==> src/rtl/cdtb_pkg.sv <==
package cdtb_pkg;

	localparam int WORD_W = 32;
	localparam int IDX_W = 5;
	localparam int MASK_W = 32;
	localparam int ENABLE_BIT = 31;
	localparam int EXPIRED_BIT = 0;

	localparam logic [1:0] MODE_TICK = 2'd0;
	localparam logic [1:0] MODE_WRITE = 2'd1;
	localparam logic [1:0] MODE_READ = 2'd2;

	localparam logic [1:0] FIELD_CONTROL = 2'd0;
	localparam logic [1:0] FIELD_LOAD = 2'd1;
	localparam logic [1:0] FIELD_COUNT = 2'd2;
	localparam logic [1:0] FIELD_STATUS = 2'd3;

	typedef struct packed {
		logic [1:0] mode;
		logic [IDX_W-1:0] timer_index;
		logic [1:0] field_select;
		logic [WORD_W-1:0] write_value;
	} cdtb_cmd_t;

	typedef struct packed {
		logic [WORD_W-1:0] read_value;
		logic [MASK_W-1:0] expired_mask;
	} cdtb_rsp_t;

	typedef enum logic [2:0] {
		ST_IDLE,
		ST_EXEC,
		ST_SWEEP,
		ST_DRAIN,
		ST_RESP
	} cdtb_state_t;

	typedef struct packed {
		logic hit;
		logic bus_we;
		logic bus_re;
		logic sweep_re;
		logic resp;
	} cdtb_ctl_t;

endpackage

==> src/rtl/cdtb_word_ram.sv <==
module cdtb_word_ram import cdtb_pkg::*; #(
	parameter int DEPTH = 32,
	parameter int WIDTH = 32,
	localparam int AW = (DEPTH > 1) ? $clog2(DEPTH) : 1
) (
	input  logic             clk,
	input  logic             arst_n,
	input  logic             we,
	input  logic [AW-1:0]    waddr,
	input  logic [WIDTH-1:0] wdata,
	input  logic             re,
	input  logic [AW-1:0]    raddr,
	output logic [WIDTH-1:0] rdata
);

	logic [WIDTH-1:0] mem [DEPTH];
	logic [DEPTH-1:0] vld_q;
	logic [WIDTH-1:0] rdata_q;

	// per-entry valid bits stand in for a reset of the array
	always_ff @(posedge clk or negedge arst_n) begin
		if (!arst_n) begin
			vld_q <= '0;
		end else if (we) begin
			vld_q[waddr] <= 1'b1;
		end
	end

	always_ff @(posedge clk) begin
		if (we) begin
			mem[waddr] <= wdata;
		end
	end

	always_ff @(posedge clk) begin
		if (re) begin
			rdata_q <= vld_q[raddr] ? mem[raddr] : '0;
		end
	end

	assign rdata = rdata_q;

endmodule

==> src/rtl/cdtb_tick_unit.sv <==
module cdtb_tick_unit import cdtb_pkg::*; #(
	parameter int NUM_TIMERS = 32,
	parameter int COUNT_WIDTH = 32,
	localparam int AW = (NUM_TIMERS > 1) ? $clog2(NUM_TIMERS) : 1
) (
	input  logic                   clk,
	input  logic                   arst_n,
	input  cdtb_ctl_t              ctl,
	input  logic [AW-1:0]          addr,
	input  cdtb_cmd_t              cmd_q,
	output logic [COUNT_WIDTH-1:0] count_rd,
	output logic [NUM_TIMERS-1:0]  expired
);

	logic [NUM_TIMERS-1:0]  en_q;
	logic [NUM_TIMERS-1:0]  exp_q;
	logic                   vld_s1;
	logic [AW-1:0]          idx_s1;
	logic                   dec_go;
	logic [COUNT_WIDTH-1:0] dec_val;
	logic                   bus_cnt_we;
	logic                   ram_we;
	logic [AW-1:0]          ram_waddr;
	logic [COUNT_WIDTH-1:0] ram_wdata;

	// shared decrement and zero test, one timer per cycle during a sweep
	assign dec_go = vld_s1 && en_q[idx_s1] && (count_rd != '0);
	assign dec_val = count_rd - COUNT_WIDTH'(1);

	assign bus_cnt_we = ctl.bus_we && (cmd_q.field_select == FIELD_COUNT);
	assign ram_we = bus_cnt_we || dec_go;
	assign ram_waddr = dec_go ? idx_s1 : addr;
	assign ram_wdata = dec_go ? dec_val : cmd_q.write_value[COUNT_WIDTH-1:0];

	cdtb_word_ram #(
		.DEPTH(NUM_TIMERS),
		.WIDTH(COUNT_WIDTH)
	) u_count_ram (
		.clk   (clk),
		.arst_n(arst_n),
		.we    (ram_we),
		.waddr (ram_waddr),
		.wdata (ram_wdata),
		.re    (ctl.bus_re || ctl.sweep_re),
		.raddr (addr),
		.rdata (count_rd)
	);

	always_ff @(posedge clk or negedge arst_n) begin
		if (!arst_n) begin
			vld_s1 <= 1'b0;
		end else begin
			vld_s1 <= ctl.sweep_re;
		end
	end

	always_ff @(posedge clk) begin
		idx_s1 <= addr;
	end

	always_ff @(posedge clk or negedge arst_n) begin
		if (!arst_n) begin
			en_q <= '0;
			exp_q <= '0;
		end else begin
			if (ctl.bus_we && (cmd_q.field_select == FIELD_CONTROL)) begin
				en_q[addr] <= cmd_q.write_value[ENABLE_BIT];
			end
			if (ctl.bus_we && (cmd_q.field_select == FIELD_STATUS)) begin
				exp_q[addr] <= cmd_q.write_value[EXPIRED_BIT];
			end
			if (dec_go && (dec_val == '0)) begin
				exp_q[idx_s1] <= 1'b1;
			end
		end
	end

	assign expired = exp_q;

endmodule

==> src/rtl/cdtb_seq.sv <==
module cdtb_seq import cdtb_pkg::*; #(
	parameter int NUM_TIMERS = 32,
	localparam int AW = (NUM_TIMERS > 1) ? $clog2(NUM_TIMERS) : 1
) (
	input  logic          clk,
	input  logic          arst_n,
	input  logic          start,
	input  cdtb_cmd_t     cmd,
	output logic          busy,
	output cdtb_ctl_t     ctl,
	output cdtb_cmd_t     cmd_q,
	output logic [AW-1:0] addr
);

	localparam logic [AW-1:0] LAST = AW'(NUM_TIMERS - 1);

	cdtb_state_t   state_q;
	cdtb_state_t   state_d;
	logic [AW-1:0] ptr_q;
	cdtb_cmd_t     cmd_r_q;
	logic          hit;

	assign hit = 32'(cmd_r_q.timer_index) < 32'(NUM_TIMERS);

	always_comb begin
		state_d = state_q;
		case (state_q)
			ST_IDLE: begin
				if (start) begin
					state_d = ST_EXEC;
				end
			end
			ST_EXEC: begin
				state_d = (cmd_r_q.mode == MODE_TICK) ? ST_SWEEP : ST_RESP;
			end
			ST_SWEEP: begin
				if (ptr_q == LAST) begin
					state_d = ST_DRAIN;
				end
			end
			ST_DRAIN: begin
				state_d = ST_RESP;
			end
			ST_RESP: begin
				state_d = ST_IDLE;
			end
			default: begin
				state_d = ST_IDLE;
			end
		endcase
	end

	always_comb begin
		ctl = '0;
		ctl.hit = hit;
		busy = (state_q != ST_IDLE);
		addr = AW'(cmd_r_q.timer_index);
		case (state_q)
			ST_EXEC: begin
				ctl.bus_we = hit && (cmd_r_q.mode == MODE_WRITE);
				ctl.bus_re = hit && (cmd_r_q.mode == MODE_READ);
			end
			ST_SWEEP: begin
				ctl.sweep_re = 1'b1;
				addr = ptr_q;
			end
			ST_RESP: begin
				ctl.resp = 1'b1;
			end
			default: begin
				ctl.resp = 1'b0;
			end
		endcase
	end

	always_ff @(posedge clk or negedge arst_n) begin
		if (!arst_n) begin
			state_q <= ST_IDLE;
			ptr_q <= '0;
		end else begin
			state_q <= state_d;
			if (state_q == ST_EXEC) begin
				ptr_q <= '0;
			end else if ((state_q == ST_SWEEP) && (ptr_q != LAST)) begin
				ptr_q <= ptr_q + AW'(1);
			end
		end
	end

	always_ff @(posedge clk) begin
		if (start && !busy) begin
			cmd_r_q <= cmd;
		end
	end

	assign cmd_q = cmd_r_q;

endmodule

==> src/rtl/countdown_timer_bank_top.sv <==
// Bank of NUM_TIMERS countdown timers, each with control, load, count and status
// words. An item is taken when start is high and busy is low; its one result
// appears on rsp for exactly one cycle with done high, and must be captured
// then, since there is no way to hold it. done comes in the cycle in which the
// next item can first be accepted. A tick sweeps the count memory through its
// one read port and one write port with one shared decrementer, one timer per
// cycle. All words read as zero after reset with no clearing pass. read_value
// is zero except on a read of an existing timer; expired_mask shows status
// bit 0 of timers 0 to MASK_W-1, with zero for bits past NUM_TIMERS.
module countdown_timer_bank_top import cdtb_pkg::*; #(
	parameter int NUM_TIMERS = 32,
	parameter int COUNT_WIDTH = 32
) (
	input  logic      clk,
	input  logic      arst_n,
	input  logic      start,
	input  cdtb_cmd_t cmd,
	output logic      busy,
	output logic      done,
	output cdtb_rsp_t rsp
);

	localparam int AW = (NUM_TIMERS > 1) ? $clog2(NUM_TIMERS) : 1;

	cdtb_ctl_t              ctl;
	cdtb_cmd_t              cmd_q;
	logic [AW-1:0]          addr;
	logic [WORD_W-1:0]      ctrl_rd;
	logic [WORD_W-1:0]      load_rd;
	logic [WORD_W-1:0]      stat_rd;
	logic [COUNT_WIDTH-1:0] count_rd;
	logic [NUM_TIMERS-1:0]  expired;
	logic [MASK_W-1:0]      mask;
	logic [WORD_W-1:0]      rd_val;
	logic                   done_q;
	cdtb_rsp_t              rsp_q;

	cdtb_seq #(
		.NUM_TIMERS(NUM_TIMERS)
	) u_seq (
		.clk   (clk),
		.arst_n(arst_n),
		.start (start),
		.cmd   (cmd),
		.busy  (busy),
		.ctl   (ctl),
		.cmd_q (cmd_q),
		.addr  (addr)
	);

	cdtb_word_ram #(
		.DEPTH(NUM_TIMERS),
		.WIDTH(WORD_W)
	) u_ctrl_ram (
		.clk   (clk),
		.arst_n(arst_n),
		.we    (ctl.bus_we && (cmd_q.field_select == FIELD_CONTROL)),
		.waddr (addr),
		.wdata (cmd_q.write_value),
		.re    (ctl.bus_re),
		.raddr (addr),
		.rdata (ctrl_rd)
	);

	cdtb_word_ram #(
		.DEPTH(NUM_TIMERS),
		.WIDTH(WORD_W)
	) u_load_ram (
		.clk   (clk),
		.arst_n(arst_n),
		.we    (ctl.bus_we && (cmd_q.field_select == FIELD_LOAD)),
		.waddr (addr),
		.wdata (cmd_q.write_value),
		.re    (ctl.bus_re),
		.raddr (addr),
		.rdata (load_rd)
	);

	cdtb_word_ram #(
		.DEPTH(NUM_TIMERS),
		.WIDTH(WORD_W)
	) u_stat_ram (
		.clk   (clk),
		.arst_n(arst_n),
		.we    (ctl.bus_we && (cmd_q.field_select == FIELD_STATUS)),
		.waddr (addr),
		.wdata (cmd_q.write_value),
		.re    (ctl.bus_re),
		.raddr (addr),
		.rdata (stat_rd)
	);

	cdtb_tick_unit #(
		.NUM_TIMERS (NUM_TIMERS),
		.COUNT_WIDTH(COUNT_WIDTH)
	) u_tick (
		.clk     (clk),
		.arst_n  (arst_n),
		.ctl     (ctl),
		.addr    (addr),
		.cmd_q   (cmd_q),
		.count_rd(count_rd),
		.expired (expired)
	);

	for (genvar i = 0; i < MASK_W; i++) begin : g_mask
		if (i < NUM_TIMERS) begin : g_on
			assign mask[i] = expired[i];
		end else begin : g_off
			assign mask[i] = 1'b0;
		end
	end

	// expired bit lives in flops, the rest of the status word in memory
	always_comb begin
		rd_val = '0;
		if (ctl.hit && (cmd_q.mode == MODE_READ)) begin
			case (cmd_q.field_select)
				FIELD_CONTROL: rd_val = ctrl_rd;
				FIELD_LOAD: rd_val = load_rd;
				FIELD_COUNT: rd_val = WORD_W'(count_rd);
				FIELD_STATUS: rd_val = {stat_rd[WORD_W-1:1], expired[addr]};
				default: rd_val = '0;
			endcase
		end
	end

	always_ff @(posedge clk or negedge arst_n) begin
		if (!arst_n) begin
			done_q <= 1'b0;
		end else begin
			done_q <= ctl.resp;
		end
	end

	always_ff @(posedge clk) begin
		if (ctl.resp) begin
			rsp_q.read_value <= rd_val;
			rsp_q.expired_mask <= mask;
		end
	end

	assign done = done_q;
	assign rsp = rsp_q;

`ifndef SYNTHESIS
	localparam logic [MASK_W-1:0] MASK_LIVE =
		(NUM_TIMERS >= MASK_W) ? '1 : MASK_W'((64'd1 << NUM_TIMERS) - 64'd1);

	a_accept_busy: assert property (@(posedge clk) disable iff (!arst_n)
		start && !busy |=> busy)
		else $error("accepted item did not raise busy");

	a_done_idle: assert property (@(posedge clk) disable iff (!arst_n)
		done |-> !busy)
		else $error("result strobe while still busy");

	a_mask_range: assert property (@(posedge clk) disable iff (!arst_n)
		done |-> ((rsp.expired_mask & ~MASK_LIVE) == '0))
		else $error("expired bit set for a timer that does not exist");

	a_done_single: assert property (@(posedge clk) disable iff (!arst_n)
		done |=> !done)
		else $error("result strobe longer than one cycle");
`endif

endmodule

==> config.mk <==
export PLATFORM = sky130hd
export DESIGN_NAME = countdown_timer_bank_top
export DESIGN_NICKNAME = d
export VERILOG_FILES = /design/src/rtl/cdtb_pkg.sv /design/src/rtl/cdtb_word_ram.sv /design/src/rtl/cdtb_tick_unit.sv /design/src/rtl/cdtb_seq.sv /design/src/rtl/countdown_timer_bank_top.sv
export SDC_FILE = /design/constraint.sdc
export NUM_CORES = 2
export LEC_CHECK = 0
export ABC_AREA = 1
export BUFFER_PORTS_ARGS = -buffer_cell sky130_fd_sc_hd__buf_2
export CAP_MARGIN = 20
export CELL_PAD_IN_SITES_DETAIL_PLACEMENT = 0
export CELL_PAD_IN_SITES_GLOBAL_PLACEMENT = 2
export CORE_MARGIN = 2
export CORE_UTILIZATION = 45
export CTS_CLUSTER_SIZE = 8
export DETAILED_ROUTE_END_ITERATION = 12
export PLACE_DENSITY_LB_ADDON = 0.1
export SYNTH_ARGS = -nofsm -noshare
export SYNTH_HDL_FRONTEND = slang
export SYNTH_SLANG_ARGS = --single-unit
export TNS_END_PERCENT = 30
==> constraint.sdc <==
create_clock -name clk -period 8 [get_ports clk]
set_clock_uncertainty 0.1 [all_clocks]
set_input_delay 0.4 -clock clk [delete_from_list [all_inputs] [get_ports clk]]
set_output_delay 0.4 -clock clk [all_outputs]
set_load 0.05 [all_outputs]
After elaboration in Yosys (flattened, before gate mapping)
Memory sizes are Yosys's and may differ from the RTL's. A register that Yosys moved wholly into a read port is not among the register bits.
Index checks and enable logic that the tools add are counted.
Widths: inputs -> output; s select.
{ "classes": {"n_lt_le_gt_ge": 6, "eq_ne": 13, "mux": 43, "add_sub_neg": 2, "n_reduce_logical": 27, "bitwise_logic": 5} }
{ "ops": {"columns": ["op", "n"], "rows": [
  ["$or 32x32->32", 5],
  ["$pmux 32 s4", 1],
  ["$mux 32", 3],
  ["$bwmux 32", 2],
  ["$logic_not 32->1", 1],
  ["$reduce_bool 32->1", 1],
  ["$sub 32x1->32 const B", 1],
  ["$bmux 1 s5", 6],
  ["$mux 5", 4],
  ["$mux 1", 19],
  ["$lt 5x6->1 const B", 3],
  ["$demux 1 s5", 3],
  ["$ge 5x1->1 const B", 3],
  ["$logic_and 1x1->1", 12],
  ["$pmux 3 s4", 1],
  ["$mux 3", 3],
  ["$eq 2x2->1 const B", 3],
  ["$eq 3x2->1 const B", 2],
  ["$add 5x1->5 const B", 1],
  ["$eq 5x5->1 const B", 1],
  ["$logic_not 1->1", 5],
  ["$ne 5x5->1 const B", 1],
  ["$eq 2x1->1 const B", 2],
  ["$logic_not 2->1", 2],
  ["other kinds (10)", 11]
]} }
{ "word_totals": {"mem_count": 4, "word_cells": 117, "reg_bits": 312, "mem_bits_rw": 4096, "out_inout_bits": 66, "inputBits": 44} }
{ "memory_table": {"columns": ["memory", "words", "word_bits", "rd", "rd_clocked_by_memory_dff", "write_ports", "line", "rtl"], "rows": [
  ["u_ctrl_ram.mem", 32, 32, 1, 1, 1, "cdtb_word_ram.sv:16", "logic [WIDTH-1:0] mem [DEPTH];"],
  ["u_load_ram.mem", 32, 32, 1, 1, 1, "cdtb_word_ram.sv:16", null],
  ["u_stat_ram.mem", 32, 32, 1, 1, 1, "cdtb_word_ram.sv:16", null],
  ["u_tick.u_count_ram.mem", 32, 32, 1, 1, 1, "cdtb_word_ram.sv:16", null]
]} }

Longest topological paths before layout
{ "depth": {"word_depth": 10, "mapped_depth": 18, "ltp_nobuf": 16} }

Hierarchy
From an unflattened synthesis, not the netlist that was laid out.
{ "hier_totals": {"hier_cells": 17737, "hier_area_um2": 191404.8} }
{ "by_module_without_submodules": {"columns": ["module", "cells_per_inst", "area_each_um2", "seq_area_each_um2", "instances"], "rows": [
  ["cdtb_word_ram", 4125, 45274.7, 32511.2, 4],
  ["cdtb_tick_unit", 821, 5258.8, 1726.7, 1],
  ["countdown_timer_bank_top", 307, 3279.4, 1946.9, 1],
  ["cdtb_seq", 109, 1767.9, 1431.4, 1]
]} }

Worst setup path after synthesis
OpenSTA, ideal clock, no wires.
{ "synth_timing": {"path_kind": "register to register", "from": "reg u_seq.state_q[1]", "to": "reg done_q, in the netlist done", "slack_ns": 2.432, "required_ns": 7.321, "arrival_time_ns": 4.888, "path_stages_with_launch": 2, "n_path_buf": 0, "cell_sequence": "dfrtp_1 -> nor3_1"} }
{ "synth_lines": {"columns": ["item", "line", "rtl"], "rows": [
  ["start, declared", "cdtb_seq.sv:17", "cdtb_state_t state_q;"],
  ["start signal, assigned", "cdtb_seq.sv:81", "state_q <= state_d;"],
  ["end signal, assigned", "countdown_timer_bank_top.sv:132", "done_q <= ctl.resp;"],
  ["end, declared", "countdown_timer_bank_top.sv:35", "logic done_q;"]
]} }

Worst setup path in the final report
{ "layout_timing": {"from": "reg u_tick.u_count_ram.rdata_q[0], in the netlist u_tick.u_count_ram.rdata[0] (read register of u_tick.u_count_ram.mem)", "to": "mem u_tick.u_count_ram.mem[28][28] (enable)"} }
{ "layout_via": {"elab_chain_len": 5, "word_cells_on_any_way": 6} }
{ "layout_rtl": {"columns": ["item", "line", "rtl"], "rows": [
  ["start, declared", "cdtb_word_ram.sv:18", "logic [WIDTH-1:0] rdata_q;"],
  ["$reduce_bool 32->1 *", "cdtb_tick_unit.sv:27", "assign dec_go = vld_s1 && en_q[idx_s1] && (count_rd != '0);"],
  ["$logic_and 1x1->1 *", "cdtb_tick_unit.sv:27", null],
  ["$logic_or 1x1->1", "cdtb_tick_unit.sv:31", "assign ram_we = bus_cnt_we || dec_go;"],
  ["$mux 1", "cdtb_word_ram.sv:30", "if (we) begin"],
  ["$mux 1 (implied by the code)", "cdtb_word_ram.sv:31", "mem[waddr] <= wdata;"],
  ["end, declared", "cdtb_word_ram.sv:16", null]
]} }
Mark *: on every way between the ends. The rest lies on a longest branch, timed or not.

==> metrics <==
main combinational cell family by area after synthesis simple AND/OR/NAND/NOR gates; dpl cell area 184000 um2; slew margin rel. 17.4%; Pwr Density 373 nW/um2; CP Max Fanout 33; vias in the first global route 114000; Synth Area in Simple Gates around a fifth; die height 630 um; gr ovfl total 0; compound-gate portion of the synthesized area ~1.7%; residual DRC count 0; switching power 28.5 mW; Gate Count Post-Synth between 10000 and 15000; area added between synthesis and finish 14.6%; # setup viols final 0; maximum VDD drop 282 uV; Initial Util 45.3%; Slew @ Worst Pin 1.24 ns; Synth Flop Type edfxtp_1; CTS Buf Count 634; GRT Util Overall 32.4%; leading area contributor after synthesis edfxtp_1; CTS tree yes; Routed WL per cell between 30 and 40 um; Fin Setup TNS 0 ns; Die Area between 300000 and 400000 um2; top cells by area, synth edfxtp_1, nand2_1, nand4_1; Final Cycle Share approximately 70%; Async SR Flop Fraction 4.49%; sequential area share after synthesis 76.1%; CP required approximately 8.6 ns; Non-Filler Instances 20100; clock-pin slew on the worst setup and hold paths 0.05 ns; Top Ports between 100 and 150; Worst Hold Slack 0.0882 ns; Synth Area in Adders less than 1%; initial antenna violation count between 50 and 60; Arr. time, crit path approximately 6.1 ns; port bufs 109; Hold Crit Class input port to flip-flop; # fillers 33200; combinational power share 30.5%; Final Core Density between 50 and 60%; DR vias between 100k and 150k; # H-tree levels 6; synthesis-stage register bit count 4503; total wire length 655 mm; Fmax 182 MHz; top-count cell post-synth nand2_1; final RePlAce weighted congestion approximately 0.93; Via density approximately 5.9; synth warn 0; post-layout minimum cycle time between 5 and 6 ns; sequential share of power 37.6%; Netlist Area Pre-Place 176000 um2; overall power 75.3 mW; die width 630 um; syn_nets 14400; Worst Setup Start Kind flip-flop; leakage 72.8 nW; mux contribution to synthesized area less than 1%; Worst Setup SP u_tick.u_count_ram.rdata[0]; Sw Share 37.8%; Clk Latency, worst-skew pair 1.10 ns; Clock Sinks between 4000 and 5000; part of the power in the clock network a little under a third; row count 229; # placed instances ~19000; nets roughly 15000; FF-to-FF Start u_tick.u_count_ram.rdata[0]; Post-synth EDFFs 4296; first-pass GRT wire length 902 mm; cts repair resizes 0; CP endpoint kind flip-flop; core box area 390000 um2; XOR/XNOR share of the synthesized area 0.0596%; synthesized area per cell between 10 and 15 um2; top cell type's share of synthesized area 73.1%; WS Path Type flip-flop to flip-flop; Synth top cells by count nand2_1, edfxtp_1, nand3_1; Post-DP HPWL 365 mm; pre-CTS setup slack 2.65 ns; min setup slack post-route 2.50 ns; Hold Fails Final Rpt 0; pin count of the biggest net entering global routing 146; CTS root buf clkbuf_16; Max Root-Sink Buffers 4; Final Cell Area ~200000 um2; Yosys cell types 35; TritonRoute pass-1 iters 7; Int Pwr 46.8 mW; status complete, no violations; max-cap violation count 0; count of pins over their slew limit 0; layout cell share with drive strength beyond 1 9.16%; Final ANT Viol Nets 0; drt initial violations 14400; RSZ-0062 raised after global routing no; Hold Crit Start cmd[9]
## flip-flops by register name, indices dropped and copies added (netlist names), 31 cells and up
name                      flops
u_stat_ram.rdata             31
u_seq.cmd_q                  41
rsp                          64
u_load_ram.mem             1024
u_tick.expired               32
u_load_ram.vld_q             32
u_tick.en_q                  32
u_tick.u_count_ram.vld_q     32
u_stat_ram.mem              992
u_ctrl_ram.vld_q             32
u_stat_ram.vld_q             32
u_load_ram.rdata             32
u_ctrl_ram.rdata             32
u_ctrl_ram.mem             1024
u_tick.u_count_ram.mem     1024
u_tick.u_count_ram.rdata     32
## kinds of logic after synthesis
kind of cell | after synthesis
AND/OR/NAND/NOR | 8051
flip-flops | 4503
buffers and inverters | 1173
AO/OA/AOI/OAI | 557
multiplexers | 14
XOR/XNOR | 12
adder cells (fa/ha/maj) | 5
## path summary, 6_finish.rpt
kind	cells after the start	endpoint	slack, ns
min reg2reg	2	u_stat_ram.vld_q[7]	0.35
max in group asynchronous	4	u_tick.u_count_ram.vld_q[11]	6.45
min in group asynchronous	4	done	0.43
max reg2reg	12	u_tick.u_count_ram.mem[28][28]	2.50
max	12	u_tick.u_count_ram.mem[28][28]	2.50
min	2	u_seq.cmd_q[9]	0.09
## worst max-delay path: stages, from the launching register on
cell	delay, ns
edfxtp_1	0.50
inv_1	0.25
ha_1	0.19
nand2_1	0.05
nor2_1	0.17
nand3_1	0.12
o21ai_0	0.64
inv_1	0.32
nand2_2	0.62
o21ai_0	0.35
nor2_2	0.71
nand2_1	0.22
inv_2	0.79
## cells in the final DEF (no fill, tap or decap), types with 23 or more instances in the layout
master and instances:
buf_2 108, inv_1 364, edfxtp_1 4296, buf_4 284, a221oi_1 23, a21oi_1 179, buf_12 47, nor2_1 456
or2_2 53, nand4_1 903, dfrtp_1 202, nor2_4 71, nand3_1 963, o21ai_0 272, nand2_1 5571, clkbuf_1 90
dlygate4sd3_1 81, inv_2 37, inv_6 26, clkbuf_16 649
## per-layer routing
metal	vias up	global-route usage, %	share of wire [%]
li1	50800	-	-
met1	60700	45.2	41
met2	5676	51.3	46
met3	1053	4.53	7.7
met4	12	13.6	4.6
met5	-	0	0.012
## power groups by stage
stage	sequential, mW	combinational [mW]	clock [mW]
global placement	28.8	22.6	0
finish	28.4	23.0	24.0
global route	28.4	24.2	25.2
detailed placement	28.8	22.8	0
CTS	28.3	22.9	24.3
floorplan	29.4	11.2	0
## repair_timing
action                                  4_1_cts  5_1_grt
endpoints found under the setup margin        0        0
hold buffers                                 82        0
endpoints found under the hold margin       127        0
buffers inserted                              0        0
## layout make-up
class                      count  area [um2]  share of cell area [%]
antenna                       22        55.1                  0.0272
clock buffer                 740       16600                    8.21
clock inverter                46         569                   0.282
inverter                     413        1600                   0.792
multi-input combinational   8639       38100                    18.8
sequential                  4503      134000                    66.4
tap                         5197        6500                    3.22
timing repair buffer         526        4560                    2.26
Power figures use the tool's default switching activity.
